**src/priority_ready_queue_with_aging_assert.svh**
```systemverilog
// Assertion macros for the ready queue.
`ifndef PRIORITY_READY_QUEUE_WITH_AGING_ASSERT_SVH
`define PRIORITY_READY_QUEUE_WITH_AGING_ASSERT_SVH

`ifndef SYNTHESIS
`define PRQ_ASSERT_HOLDS(lbl, clk, rst, expr) \
   lbl: assert property (@(posedge clk) disable iff (rst) (expr)) \
      else $error("ready queue check failed");
`define PRQ_ASSERT_NEXT(lbl, clk, rst, ante, cons) \
   lbl: assert property (@(posedge clk) disable iff (rst) (ante) |=> (cons)) \
      else $error("ready queue sequence check failed");
`else
`define PRQ_ASSERT_HOLDS(lbl, clk, rst, expr)
`define PRQ_ASSERT_NEXT(lbl, clk, rst, ante, cons)
`endif

`endif

```
**src/prq_pkg.sv**
```systemverilog
`timescale 1ns / 1ps

package prq_pkg;

   localparam int MAX_PROCS       = 16;
   localparam int LOWEST_PRIORITY = 255;
   localparam int IDX_W           = $clog2(MAX_PROCS);
   localparam int CNT_W           = $clog2(MAX_PROCS + 1);
   localparam int PID_W           = 4;
   localparam int PRIO_W          = 8;
   localparam int CMP_W           = ((IDX_W > PID_W) ? IDX_W : PID_W) + 1;

   localparam logic [PRIO_W-1:0] LOW_PRIO = PRIO_W'(LOWEST_PRIORITY);

   typedef enum logic [1:0] {
      CMD_INSERT,
      CMD_DECREASE,
      CMD_POP,
      CMD_AGE
   } cmd_type;

   typedef enum logic [2:0] {
      ST_OK,
      ST_ACTIVE,
      ST_INACTIVE,
      ST_NOCHANGE,
      ST_EMPTY
   } status_type;

   typedef enum logic [1:0] {
      S_IDLE,
      S_SCAN,
      S_FINISH
   } state_type;

   typedef struct packed {
      logic              prio_we;
      logic              act_we;
      logic              act_val;
      logic [PRIO_W-1:0] prio;
   } tbl_wr_type;

endpackage

```
**src/priority_ready_queue_with_aging.sv**
```systemverilog
`timescale 1ns / 1ps
// Insert and decrease go from idle straight to the finish state; pop and age first
// walk every table entry in the scan state. The result word is registered in finish
// once the output is free. A new word is taken only back in idle, as the one table
// read port and the single comparator are used by the scan entry by entry.
// Reset (synchronous): all pids inactive, priorities lowest, count zero.

`include "priority_ready_queue_with_aging_assert.svh"

module priority_ready_queue_with_aging (
   input  logic       clock,
   input  logic       reset,
   input  logic       req_valid,
   output logic       req_stall,
   input  logic [1:0] req_cmd,
   input  logic [3:0] req_pid,
   input  logic [7:0] req_priority_req,
   output logic       rsp_valid,
   input  logic       rsp_stall,
   output logic [2:0] rsp_status,
   output logic [3:0] rsp_chosen_pid,
   output logic [4:0] rsp_active_count
);

   localparam int IDX_W  = prq_pkg::IDX_W;
   localparam int CNT_W  = prq_pkg::CNT_W;
   localparam int PRIO_W = prq_pkg::PRIO_W;
   localparam int CMP_W  = prq_pkg::CMP_W;

   prq_pkg::state_type state_ff, state_in;
   prq_pkg::cmd_type   cmd_ff, cmd_in;
   logic [3:0]         pid_ff, pid_in;
   logic [PRIO_W-1:0]  preq_ff, preq_in;
   logic [IDX_W-1:0]   scan_ff, scan_in;
   logic [IDX_W-1:0]   best_ff, best_in;
   logic [PRIO_W-1:0]  best_prio_ff, best_prio_in;
   logic               found_ff, found_in;
   logic [CNT_W-1:0]   live_ff, live_in;
   logic               rsp_valid_ff, rsp_valid_in;
   prq_pkg::status_type rsp_status_ff, rsp_status_in;
   logic [3:0]         rsp_chosen_ff, rsp_chosen_in;
   logic [4:0]         rsp_count_ff, rsp_count_in;

   logic                        accept;
   logic                        out_free;
   logic                        pid_in_table;
   logic                        scan_last;
   logic [IDX_W-1:0]            addr;
   logic [PRIO_W-1:0]           rd_prio;
   logic [prq_pkg::MAX_PROCS-1:0] active;
   logic                        act_rd;
   logic [PRIO_W-1:0]           cmp_b;
   logic                        cmp_lt;
   logic [PRIO_W-1:0]           ins_prio;
   prq_pkg::tbl_wr_type         wr;

   assign req_stall    = (state_ff != prq_pkg::S_IDLE);
   assign accept       = req_valid && !req_stall;
   assign out_free     = !rsp_valid_ff || !rsp_stall;
   assign pid_in_table = CMP_W'(pid_ff) < CMP_W'(prq_pkg::MAX_PROCS);
   assign scan_last    = (scan_ff == IDX_W'(prq_pkg::MAX_PROCS - 1));

   always_comb begin
      case (state_ff)
         prq_pkg::S_FINISH: addr = (cmd_ff == prq_pkg::CMD_POP) ? best_ff : IDX_W'(pid_ff);
         default:           addr = scan_ff;
      endcase
   end

   prq_table u_table (
      .clock   (clock),
      .reset   (reset),
      .idx     (addr),
      .wr      (wr),
      .rd_prio (rd_prio),
      .active  (active)
   );

   assign act_rd = active[addr];

   // shared comparator: running best during pop scan, request on decrease
   assign cmp_b    = (state_ff == prq_pkg::S_SCAN) ? best_prio_ff : preq_ff;
   assign cmp_lt   = rd_prio < cmp_b;
   assign ins_prio = (preq_ff > prq_pkg::LOW_PRIO) ? prq_pkg::LOW_PRIO : preq_ff;

   always_comb begin
      state_in = state_ff;
      case (state_ff)
         prq_pkg::S_IDLE: begin
            if (accept) begin
               if (req_cmd == prq_pkg::CMD_POP || req_cmd == prq_pkg::CMD_AGE) begin
                  state_in = prq_pkg::S_SCAN;
               end else begin
                  state_in = prq_pkg::S_FINISH;
               end
            end
         end
         prq_pkg::S_SCAN: begin
            if (scan_last) begin
               state_in = prq_pkg::S_FINISH;
            end
         end
         prq_pkg::S_FINISH: begin
            if (out_free) begin
               state_in = prq_pkg::S_IDLE;
            end
         end
         default: state_in = prq_pkg::S_IDLE;
      endcase
   end

   always_comb begin
      cmd_in        = cmd_ff;
      pid_in        = pid_ff;
      preq_in       = preq_ff;
      scan_in       = scan_ff;
      best_in       = best_ff;
      best_prio_in  = best_prio_ff;
      found_in      = found_ff;
      live_in       = live_ff;
      rsp_valid_in  = rsp_valid_ff && rsp_stall;
      rsp_status_in = rsp_status_ff;
      rsp_chosen_in = rsp_chosen_ff;
      rsp_count_in  = rsp_count_ff;
      wr            = '0;
      case (state_ff)
         prq_pkg::S_IDLE: begin
            if (accept) begin
               cmd_in   = prq_pkg::cmd_type'(req_cmd);
               pid_in   = req_pid;
               preq_in  = req_priority_req;
               scan_in  = '0;
               found_in = 1'b0;
            end
         end
         prq_pkg::S_SCAN: begin
            scan_in = scan_ff + IDX_W'(1);
            if (cmd_ff == prq_pkg::CMD_POP) begin
               if (act_rd && (!found_ff || cmp_lt)) begin
                  best_in      = scan_ff;
                  best_prio_in = rd_prio;
                  found_in     = 1'b1;
               end
            end else begin
               if (act_rd && (CMP_W'(scan_ff) != CMP_W'(pid_ff)) && (rd_prio != '0)) begin
                  wr.prio_we = 1'b1;
                  wr.prio    = rd_prio - PRIO_W'(1);
               end
            end
         end
         prq_pkg::S_FINISH: begin
            if (out_free) begin
               rsp_valid_in  = 1'b1;
               rsp_chosen_in = '0;
               rsp_status_in = prq_pkg::ST_OK;
               case (cmd_ff)
                  prq_pkg::CMD_INSERT: begin
                     if (!pid_in_table) begin
                        rsp_status_in = prq_pkg::ST_INACTIVE;
                     end else if (act_rd) begin
                        rsp_status_in = prq_pkg::ST_ACTIVE;
                     end else begin
                        wr.act_we  = 1'b1;
                        wr.act_val = 1'b1;
                        wr.prio_we = 1'b1;
                        wr.prio    = ins_prio;
                        live_in    = live_ff + CNT_W'(1);
                     end
                  end
                  prq_pkg::CMD_DECREASE: begin
                     if (!pid_in_table || !act_rd) begin
                        rsp_status_in = prq_pkg::ST_INACTIVE;
                     end else if (cmp_lt) begin
                        rsp_status_in = prq_pkg::ST_NOCHANGE;
                     end else begin
                        wr.prio_we = 1'b1;
                        wr.prio    = preq_ff;
                     end
                  end
                  prq_pkg::CMD_POP: begin
                     if (!found_ff) begin
                        rsp_status_in = prq_pkg::ST_EMPTY;
                     end else begin
                        rsp_chosen_in = 4'(best_ff);
                        wr.act_we     = 1'b1;
                        wr.act_val    = 1'b0;
                        wr.prio_we    = 1'b1;
                        wr.prio       = prq_pkg::LOW_PRIO;
                        if (live_ff != '0) begin
                           live_in = live_ff - CNT_W'(1);
                        end
                     end
                  end
                  default: begin
                  end
               endcase
               rsp_count_in = 5'(live_in);
            end
         end
         default: begin
         end
      endcase
   end

   always_ff @(posedge clock) begin
      if (reset) begin
         state_ff     <= prq_pkg::S_IDLE;
         live_ff      <= '0;
         rsp_valid_ff <= 1'b0;
         found_ff     <= 1'b0;
      end else begin
         state_ff     <= state_in;
         live_ff      <= live_in;
         rsp_valid_ff <= rsp_valid_in;
         found_ff     <= found_in;
      end
      cmd_ff        <= cmd_in;
      pid_ff        <= pid_in;
      preq_ff       <= preq_in;
      scan_ff       <= scan_in;
      best_ff       <= best_in;
      best_prio_ff  <= best_prio_in;
      rsp_status_ff <= rsp_status_in;
      rsp_chosen_ff <= rsp_chosen_in;
      rsp_count_ff  <= rsp_count_in;
   end

   assign rsp_valid        = rsp_valid_ff;
   assign rsp_status       = rsp_status_ff;
   assign rsp_chosen_pid   = rsp_chosen_ff;
   assign rsp_active_count = rsp_count_ff;

   `PRQ_ASSERT_HOLDS(a_count_matches, clock, reset, live_ff == CNT_W'($countones(active)))
   `PRQ_ASSERT_NEXT(a_accept_busy, clock, reset, accept, state_ff != prq_pkg::S_IDLE)
   `PRQ_ASSERT_HOLDS(a_chosen_only_on_pop, clock, reset, !rsp_valid_ff || rsp_status_ff == prq_pkg::ST_OK || rsp_chosen_ff == 4'd0)
   `PRQ_ASSERT_NEXT(a_finish_delivers, clock, reset, state_ff == prq_pkg::S_FINISH && out_free, rsp_valid_ff)

endmodule

```
**src/prq_table.sv**
```systemverilog
`timescale 1ns / 1ps

module prq_table (
   input  logic                                clock,
   input  logic                                reset,
   input  logic [prq_pkg::IDX_W-1:0]           idx,
   input  prq_pkg::tbl_wr_type                 wr,
   output logic [prq_pkg::PRIO_W-1:0]          rd_prio,
   output logic [prq_pkg::MAX_PROCS-1:0]       active
);

   logic [prq_pkg::PRIO_W-1:0]    prio_ff [prq_pkg::MAX_PROCS];
   logic [prq_pkg::PRIO_W-1:0]    prio_in [prq_pkg::MAX_PROCS];
   logic [prq_pkg::MAX_PROCS-1:0] active_ff;
   logic [prq_pkg::MAX_PROCS-1:0] active_in;

   always_comb begin
      prio_in   = prio_ff;
      active_in = active_ff;
      if (wr.prio_we) begin
         prio_in[idx] = wr.prio;
      end
      if (wr.act_we) begin
         active_in[idx] = wr.act_val;
      end
   end

   always_ff @(posedge clock) begin
      if (reset) begin
         for (int i = 0; i < prq_pkg::MAX_PROCS; i++) begin
            prio_ff[i] <= prq_pkg::LOW_PRIO;
         end
         active_ff <= '0;
      end else begin
         prio_ff   <= prio_in;
         active_ff <= active_in;
      end
   end

   assign rd_prio = prio_ff[idx];
   assign active  = active_ff;

endmodule

```
**config.mk**
```make
export PLATFORM = sky130hd
export DESIGN_NAME = priority_ready_queue_with_aging
export DESIGN_NICKNAME = d
export VERILOG_FILES = /design/src/prq_pkg.sv /design/src/priority_ready_queue_with_aging.sv /design/src/prq_table.sv
export VERILOG_INCLUDE_DIRS = /design/src /design/src/src
export SDC_FILE = /design/constraint.sdc
export NUM_CORES = 1
export LEC_CHECK = 0
export BUFFER_PORTS_ARGS = -buffer_cell sky130_fd_sc_hd__buf_4
export CORE_MARGIN = 4
export CORE_UTILIZATION = 23
export CTS_CLUSTER_SIZE = 25
export DETAILED_ROUTE_END_ITERATION = 6
export GPL_TIMING_DRIVEN = 0
export PLACE_DENSITY = 0.45
export SLEW_MARGIN = 40
export SYNTH_ARGS = -nofsm -noshare
export SYNTH_HDL_FRONTEND = slang
export SYNTH_SLANG_ARGS = --single-unit
```
**constraint.sdc**
```tcl
create_clock -name clock -period 7.6 [get_ports clock]
set_clock_uncertainty 0.05 [all_clocks]
set_input_delay 1.52 -clock clock [delete_from_list [all_inputs] [get_ports clock]]
set_output_delay 1.52 -clock clock [all_outputs]
set_load 0.1 [all_outputs]
```
# Yosys cells after proc, flatten, opt, wreduce, memory -nomap -nowiden

Index checks and enable logic that the tools add are counted.

Reduce and logical (&&, ||, !) cells: 27
Magnitude comparators: 6
Eq/ne operators: 13
Add/subtract/negate cells: 4
Mux-type cells: 54
Bitwise gates (word level): 1

Operator list:

| operator                                         | count |
|---|---|
| bitwise mux 128 bit                              | 1 |
| two-way mux 8 bit                                | 9 |
| two-way mux 11 bit                               | 3 |
| binary-select mux 8 bit (select 4 bit)           | 1 |
| demux 8 bit (select 4 bit)                       | 1 |
| case mux 8 bit (3 select lines)                  | 1 |
| bitwise mux 16 bit                               | 1 |
| case mux 8 bit (2 select lines)                  | 1 |
| two-way mux 5 bit                                | 3 |
| two-way mux 2 bit                                | 7 |
| two-way mux 1 bit                                | 12 |
| two-way mux 4 bit                                | 3 |
| case mux 5 bit (2 select lines)                  | 1 |
| case mux 3 bit (3 select lines)                  | 1 |
| == test 2 bit, second input constant             | 4 |
| > comparator 8 bit, second input constant        | 1 |
| less-than comparator 8 bit                       | 1 |
| case mux 4 bit (2 select lines)                  | 1 |
| AND reduction 2 bit                              | 4 |
| nonzero test 8 bit                               | 1 |
| subtractor 8 x 1 -> 8 bit, second input constant | 1 |
| logical AND 1 bit                                | 7 |
| inequality test 2 bit, second input constant     | 3 |
| case mux 2 bit (3 select lines)                  | 1 |
| 25 further kinds                                 | 36 |

Register bits: 195
Output and inout port bits: 14
Logic and storage cells: 135
Input bits: 18

# Depth between registers and ports, before layout

Word-level depth: 14
Gate-level depth with buffers: 24
Mapped depth without buffers: 19

# Cells and area by module

Synthesis repeated with hierarchy kept, for this count alone.

Cell total of the unflattened synthesis: 934
Area total of the unflattened synthesis: 9983.3 um2

By module, submodules not included:

| module                          | cells each | instances | sequential area each (um2) | area each (um2) |
|---|---|---|---|---|
| prq_table                       | 611        | 1         | 2882.8                     | 6643.9 |
| priority_ready_queue_with_aging | 323        | 1         | 1441.4                     | 3339.5 |

# Worst setup path after synthesis

OpenSTA, ideal clock, no wires.

Path type: reg-to-reg
Start: register state_ff[0]
End: register best_ff[0] (enable)
Data required time: 7.101 ns
Clock period less this slack: 6.194 ns
Library setup time: 0.449 ns
Path slack: 1.406 ns
Arrival: 5.696 ns
Cell stages (with the launch flop): 16
Path buffers: 1
Cells stage by stage: dfxtp_1 -> inv_1 -> ha_1 -> and4bb_2 -> a211oi_4 -> buf_4 -> mux2i_1 -> o22ai_1 -> a221oi_2 -> nand3_1 -> ha_1 -> a21o_1 -> a21o_1 -> a2111oi_0 -> a21oi_1 -> a2111oi_0

Longest elaborated chain between the ends: 10
Elaborated cells between the ends (all ways): 14
Those cells by class: order compare: 1; eq/ne: 2; mux: 7; bitwise: 1; reduce/logical: 3

RTL lines:

| element                                               | line                                   | RTL |
|---|---|---|
| start: declaration                                    | priority_ready_queue_with_aging.sv:30  | `prq_pkg::state_type state_ff, state_in;` |
| start signal: assignment                              | priority_ready_queue_with_aging.sv:207 | `state_ff <= prq_pkg::S_IDLE;` |
| start signal: assignment                              | priority_ready_queue_with_aging.sv:212 | `state_ff <= state_in;` |
| == test 2 bit                                         | priority_ready_queue_with_aging.sv:64  | `case (state_ff)` |
| two-way mux 4 bit                                     | priority_ready_queue_with_aging.sv:64  |  |
| NOT 4 -> 5 bit (implied by the code)                  | prq_table.sv:40                        | `assign rd_prio = prio_ff[idx];` |
| binary-select mux 8 bit (select 4 bit)                | prq_table.sv:40                        |  |
| two-way mux 8 bit (implied by the code) (2 in series) | prq_table.sv:40                        |  |
| net rd_prio[4]                                        | priority_ready_queue_with_aging.sv:49  | `logic [PRIO_W-1:0] rd_prio;` |
| less-than comparator 8 bit                            | priority_ready_queue_with_aging.sv:83  | `assign cmp_lt = rd_prio < cmp_b;` |
| logical OR 1 bit                                      | priority_ready_queue_with_aging.sv:139 | `if (act_rd && (!found_ff \|\| cmp_lt)) begin` |
| logical AND 1 bit                                     | priority_ready_queue_with_aging.sv:139 |  |
| AND reduction 3 bit (no line)                         | -                                      |  |
| end signal: assignment                                | priority_ready_queue_with_aging.sv:221 | `best_ff <= best_in;` |
| end: declaration                                      | priority_ready_queue_with_aging.sv:35  | `logic [IDX_W-1:0] best_ff, best_in;` |

The timed path passes the listed nets, and every way through them passes these cells. The select of a mux whose other input is x is not followed.
A chain may end at the register's enable or synchronous reset.

# Final worst setup path

Start: register state_ff[0]
End: register u_table.prio_ff[99] (netlist bit)

Longest elaborated chain between the ends: 13
Elaborated cells between the ends (all ways): 35
Those cells by class: add/sub: 1; order compare: 3; eq/ne: 2; mux: 24; bitwise: 1; reduce/logical: 4

RTL lines:

| element                                                   | line                                   | RTL |
|---|---|---|
| == test 2 bit (*)                                         | priority_ready_queue_with_aging.sv:64  |  |
| two-way mux 4 bit (*)                                     | priority_ready_queue_with_aging.sv:64  |  |
| NOT 4 -> 5 bit (implied by the code) (*)                  | prq_table.sv:40                        |  |
| binary-select mux 8 bit (select 4 bit) (*)                | prq_table.sv:40                        |  |
| two-way mux 8 bit (implied by the code) (*) (2 in series) | prq_table.sv:40                        |  |
| net rd_prio[4]                                            | priority_ready_queue_with_aging.sv:49  |  |
| less-than comparator 8 bit                                | priority_ready_queue_with_aging.sv:83  |  |
| two-way mux 8 bit                                         | priority_ready_queue_with_aging.sv:173 | `end else if (cmp_lt) begin` |
| two-way mux 8 bit                                         | priority_ready_queue_with_aging.sv:171 | `if (!pid_in_table \|\| !act_rd) begin` |
| case mux 8 bit (3 select lines)                           | priority_ready_queue_with_aging.sv:156 | `case (cmd_ff)` |
| two-way mux 11 bit                                        | priority_ready_queue_with_aging.sv:152 | `if (out_free) begin` |
| case mux 8 bit (2 select lines)                           | priority_ready_queue_with_aging.sv:126 | `case (state_ff)` |
| bitwise mux 128 bit                                       | prq_table.sv:21                        | `prio_in[idx] = wr.prio;` |
| end signal: indexed assignment                            | prq_table.sv:31                        | `prio_ff[i] <= prq_pkg::LOW_PRIO;` |
| end signal: assignment                                    | prq_table.sv:35                        | `prio_ff <= prio_in;` |
| end: declaration                                          | prq_table.sv:12                        | `logic [prq_pkg::PRIO_W-1:0] prio_ff [prq_pkg::MAX_PROCS];` |

The timed path passes the listed nets; every way through them passes the cells marked *. The select of a mux whose other input is x is not followed.

==> metrics.log <==
INFO  metric fin_crit_sh = 87.8%
INFO  metric critPathMaxStageDelay = 690 ps
INFO  metric hold_viol_final = 0
INFO  metric total_track_usage = 15.6%
INFO  metric crit_buf_inv = 4
INFO  metric worst_setup_path_end_kind = register
INFO  metric gr-total-overflow = 0
INFO  metric cts_setup_buffers = 0
INFO  metric static-leakage-power = 0.00388 uW
INFO  metric setup-violations-final = 0
INFO  metric power.sequential.fraction = 41.3%
INFO  metric clk_path_buf_depth = 2
INFO  metric via_per_inst = 5.29
INFO  metric post_synth_instance_area = 9760 sq um
INFO  metric grt_use_met3 = 3.60%
INFO  metric die_area = 45800 sq um
INFO  metric synth_seq_cells = 195
INFO  metric insertedDiodeCount = 0
INFO  metric detail_route.first_pass.iterations = 5
INFO  metric synthToLayoutAreaGrowth = 15.4%
INFO  metric cellPowerDensity = 238 nW/um^2
INFO  metric final_nets = 1134
INFO  metric drc = 0
INFO  metric antenna_violating_nets_post_route = 0
INFO  metric syn_inst = 1047
INFO  metric grt-busiest-layer = met2
INFO  metric drive_above_1_share = 16.3%
INFO  metric finalMaxSlewViolations = 0
INFO  metric buffer_ports.inserted = 30
INFO  metric worstHoldPathType = reg2reg
INFO  metric synth-main-ff-cell = dfxtp_1
INFO  metric grt_util_met2 = 24.0%
INFO  metric async_reset_ff_share = 0%
INFO  metric synth.distinct_cells = 79
INFO  metric cp_data_required_time = 7850 ps
INFO  metric chipWidth = 214 um
INFO  metric placementRows = 75
INFO  metric max-slew-margin-rel = 39.5%
INFO  metric grt_start_max_net_pins = 19
INFO  metric global_route_wire_length_before_repair = 54600 um
INFO  metric cap_violations = 0
INFO  metric layout.filler_cells = 4502
INFO  metric die_h = 214 um
INFO  metric ctsResizeCount = 0
INFO  metric timing.critical_path.cells = inv_1 -> ha_1 -> and4bb_2 -> a211oi_4 -> buf_4 -> mux2i_1 -> o22ai_1 -> a221oi_2 -> nand3_1 -> ha_1 -> a21o_1 -> a21o_1 -> a2111oi_0 -> a211oi_2 -> a22oi_2 -> buf_6 -> nor2_1 -> a21oi_2 -> buf_2 -> a31oi_1
INFO  metric ctsHtreeMaxLevel = 4
INFO  metric yosys.area.top_type_share = 31.4%
INFO  metric internal_power = 1700 uW
INFO  metric comb_power_share = 25.1%
INFO  metric post-route-min-period = 6670 ps
INFO  metric total_power = 2680 uW
INFO  metric slowest_stage = a211oi_4
INFO  metric peakVddDrop = 0.149 mV
INFO  metric pin_count = 32
INFO  metric clock_buffer_count_from_cts = 17
INFO  metric yosysWarningCount = 0
INFO  metric critical_setup_path_kind = reg2reg
INFO  metric grt_antenna_before_repair = 0
INFO  metric clock-sinks = 195
INFO  metric max_freq = 0.150 GHz
INFO  metric p_clk_share = 33.6%
INFO  metric clk_pin_slew_worst_paths = 70 ps
INFO  metric floorplan.initialDensity = 23.3%
INFO  metric dp_hpwl = 26800 um
INFO  metric power.net_switching = 972 uW
INFO  metric fin_util = 26.8%
INFO  metric via_count = 8744
INFO  metric critPathTopFamily = compound AO/OA/AOI/OAI gates
INFO  metric postRouteWirelength = 36200 um
INFO  metric post_synthesis_mean_instance_area = 9.32 sq um
INFO  metric design.core.area = 41900 sq um
INFO  metric synth_area_leader_cell = dfxtp_1
INFO  metric timing_worst_slew_pin_value = 900 ps
INFO  metric critPathMaxFanout = 10
INFO  metric dominant_cells_by_area_after_synthesis = dfxtp_1 (31%), edfxtp_1 (13%), nor3_1 (6.7%)
INFO  metric critPathArrivalTime = 6920 ps
INFO  metric cts_tree = done
INFO  metric cts_hold_buf = 0
INFO  metric wire_per_inst = 21.9 um
INFO  metric multi_input_comb_area = 4910 sq um
INFO  metric start_kind = register
INFO  metric gp_routability_congestion = 0.895
INFO  metric syn-num-nets = 1080
INFO  metric groute.layer.met1.usage = 21.5%
INFO  metric seq_area = 4320 sq um
INFO  metric grt_pass1_vias = 8360
INFO  metric ctsRootBufferMaster = clkbuf_16
INFO  metric ys_seq_area_share = 44.3%
INFO  metric initialDrtViolationCount = 791
INFO  metric sw_frac_of_total = 36.3%
INFO  metric run_status = completed
INFO  metric stdcell_area = 11300 sq um
INFO  metric clk-insertion-delay-late = 460 ps
INFO  metric rsz_0062_raised_after_global_routing = false
INFO  metric postPlaceCellArea = 10700 sq um
INFO  metric number_of_flops_mapped_to_enable_cells_by_yosys = 42
==> tightest hold or removal path: stages (launching register included) <==
cell and delay [ps]:
dfxtp_1 310, o21ai_0 60, a21oi_1 60
==> cell families (layout without fill, tap and decap cells) <==
kind of cell | count (synthesis) | count (layout) | synth area share, %
AND/OR/NAND/NOR | 374 | 374 | 18.6
AO/OA/AOI/OAI | 298 | 298 | 23.0
flip-flops | 195 | 195 | 44.3
buffers and inverters | 106 | 172 | 5.60
multiplexers | 47 | 47 | 5.48
adder cells (fa/ha/maj) | 15 | 15 | 1.92
XOR/XNOR | 12 | 12 | 1.08
==> power groups by stage <==
stage	registers, uW	clock network (uW)	logic [uW]
final	1100	900	671
after global routing	1110	953	718
after CTS	1100	915	666
after detailed placement	1130	0	664
after global placement	1130	0	661
after floorplan	1170	0	393
==> Yosys cell counts (25+ instances only) <==
cell type	n
dfxtp_1	153
nor3_1	131
nand2_1	99
a21oi_1	83
nor2_1	63
a31oi_1	45
edfxtp_1	42
mux2i_1	41
buf_2	32
o21ai_0	30
clkbuf_1	27
a41oi_1	25
==> metal layers <==
layer / wire length (um) / up-vias / part of all wire, %
met5: 0 / - / 0
met4: 1050 / 0 / 2.9
met3: 2240 / 59 / 6.2
met2: 16300 / 314 / 45
met1: 16500 / 4311 / 46
li1: - / 4060 / -
==> flip-flops by register name (all words and copies together) (netlist names) <==
| register | count |
|---|---|
| best_ff | 4 |
| rsp_valid | 1 |
| rsp_active_count | 5 |
| cmd_ff | 2 |
| live_ff | 5 |
| rsp_status | 3 |
| rsp_chosen_pid | 4 |
| u_table.active | 16 |
| best_prio_ff | 8 |
| state_ff | 2 |
| preq_ff | 8 |
| u_table.prio_ff | 128 |
| scan_ff | 4 |
| found_ff | 1 |
| pid_ff | 4 |
==> cells in the final DEF, fill, tap and decap left out, types with 5 or more instances in the layout <==
| cell | Yosys | routed |
|---|---|---|
| a2111oi_0 | 6 | 5 |
| a211oi_1 | 6 | 6 |
| a211oi_2 | 17 | 17 |
| a21o_1 | 5 | 5 |
| a21oi_1 | 83 | 82 |
| a221oi_1 | 11 | 11 |
| a31oi_1 | 45 | 45 |
| a32oi_1 | 14 | 14 |
| a41oi_1 | 25 | 25 |
| and3_1 | 6 | 6 |
| buf_2 | 32 | 36 |
| buf_4 | 15 | 45 |
| buf_6 | 7 | 7 |
| clkbuf_1 | 27 | 27 |
| clkbuf_16 | 0 | 17 |
| dfxtp_1 | 153 | 153 |
| edfxtp_1 | 42 | 42 |
| ha_1 | 15 | 15 |
| inv_1 | 20 | 20 |
| mux2i_1 | 41 | 41 |
| mux4_2 | 5 | 5 |
| nand2_1 | 99 | 99 |
| nand2b_1 | 7 | 7 |
| nand3_1 | 19 | 19 |
| nand4_1 | 8 | 8 |
| nor2_1 | 63 | 61 |
| nor2b_1 | 14 | 14 |
| nor3_1 | 131 | 130 |
| o21ai_0 | 30 | 30 |
| xnor2_1 | 11 | 11 |
==> path summary, 6_finish.rpt <==
kind                                  start                               end  slack (ps)  cells past startpoint
max                state_ff[0]$_SDFFE_PP0P_  u_table.prio_ff[99]$_SDFFE_PP1P_         930                     20
min          u_table.active[9]$_SDFFE_PP0P_    u_table.active[9]$_SDFFE_PP0P_         420                      2
max reg2reg        state_ff[0]$_SDFFE_PP0P_  u_table.prio_ff[99]$_SDFFE_PP1P_         930                     20
min reg2reg  u_table.active[9]$_SDFFE_PP0P_    u_table.active[9]$_SDFFE_PP0P_         420                      2
==> cell type report <==
| class | instances | area share, % |
|---|---|---|
| Multi-Input combinational cell | 746 | 43.6 |
| Sequential cell | 195 | 38.4 |
| Tap cell | 539 | 5.99 |
| Buffer | 85 | 4.16 |
| Clock buffer | 18 | 3.90 |
| Timing Repair Buffer | 35 | 2.27 |
| Clock inverter | 13 | 1.02 |
| Inverter | 21 | 0.700 |
==> metrics by stage <==
stage / worst slack [ps] / hold WS (ps) / std cells / setup TNS [ps]
2_1_floorplan: 1410 / 391 / 1047 / 0
3_3_place_gp: -1090 / 411 / 1616 / -13010
3_5_place_dp: 907 / 415 / 1621 / 0
4_1_cts: 879 / 425 / 1652 / 0
5_1_grt: 502 / 447 / 1652 / 0
6_report: 931 / 423 / 1652 / 0
Note: power is estimated with default switching activity, not from simulation.
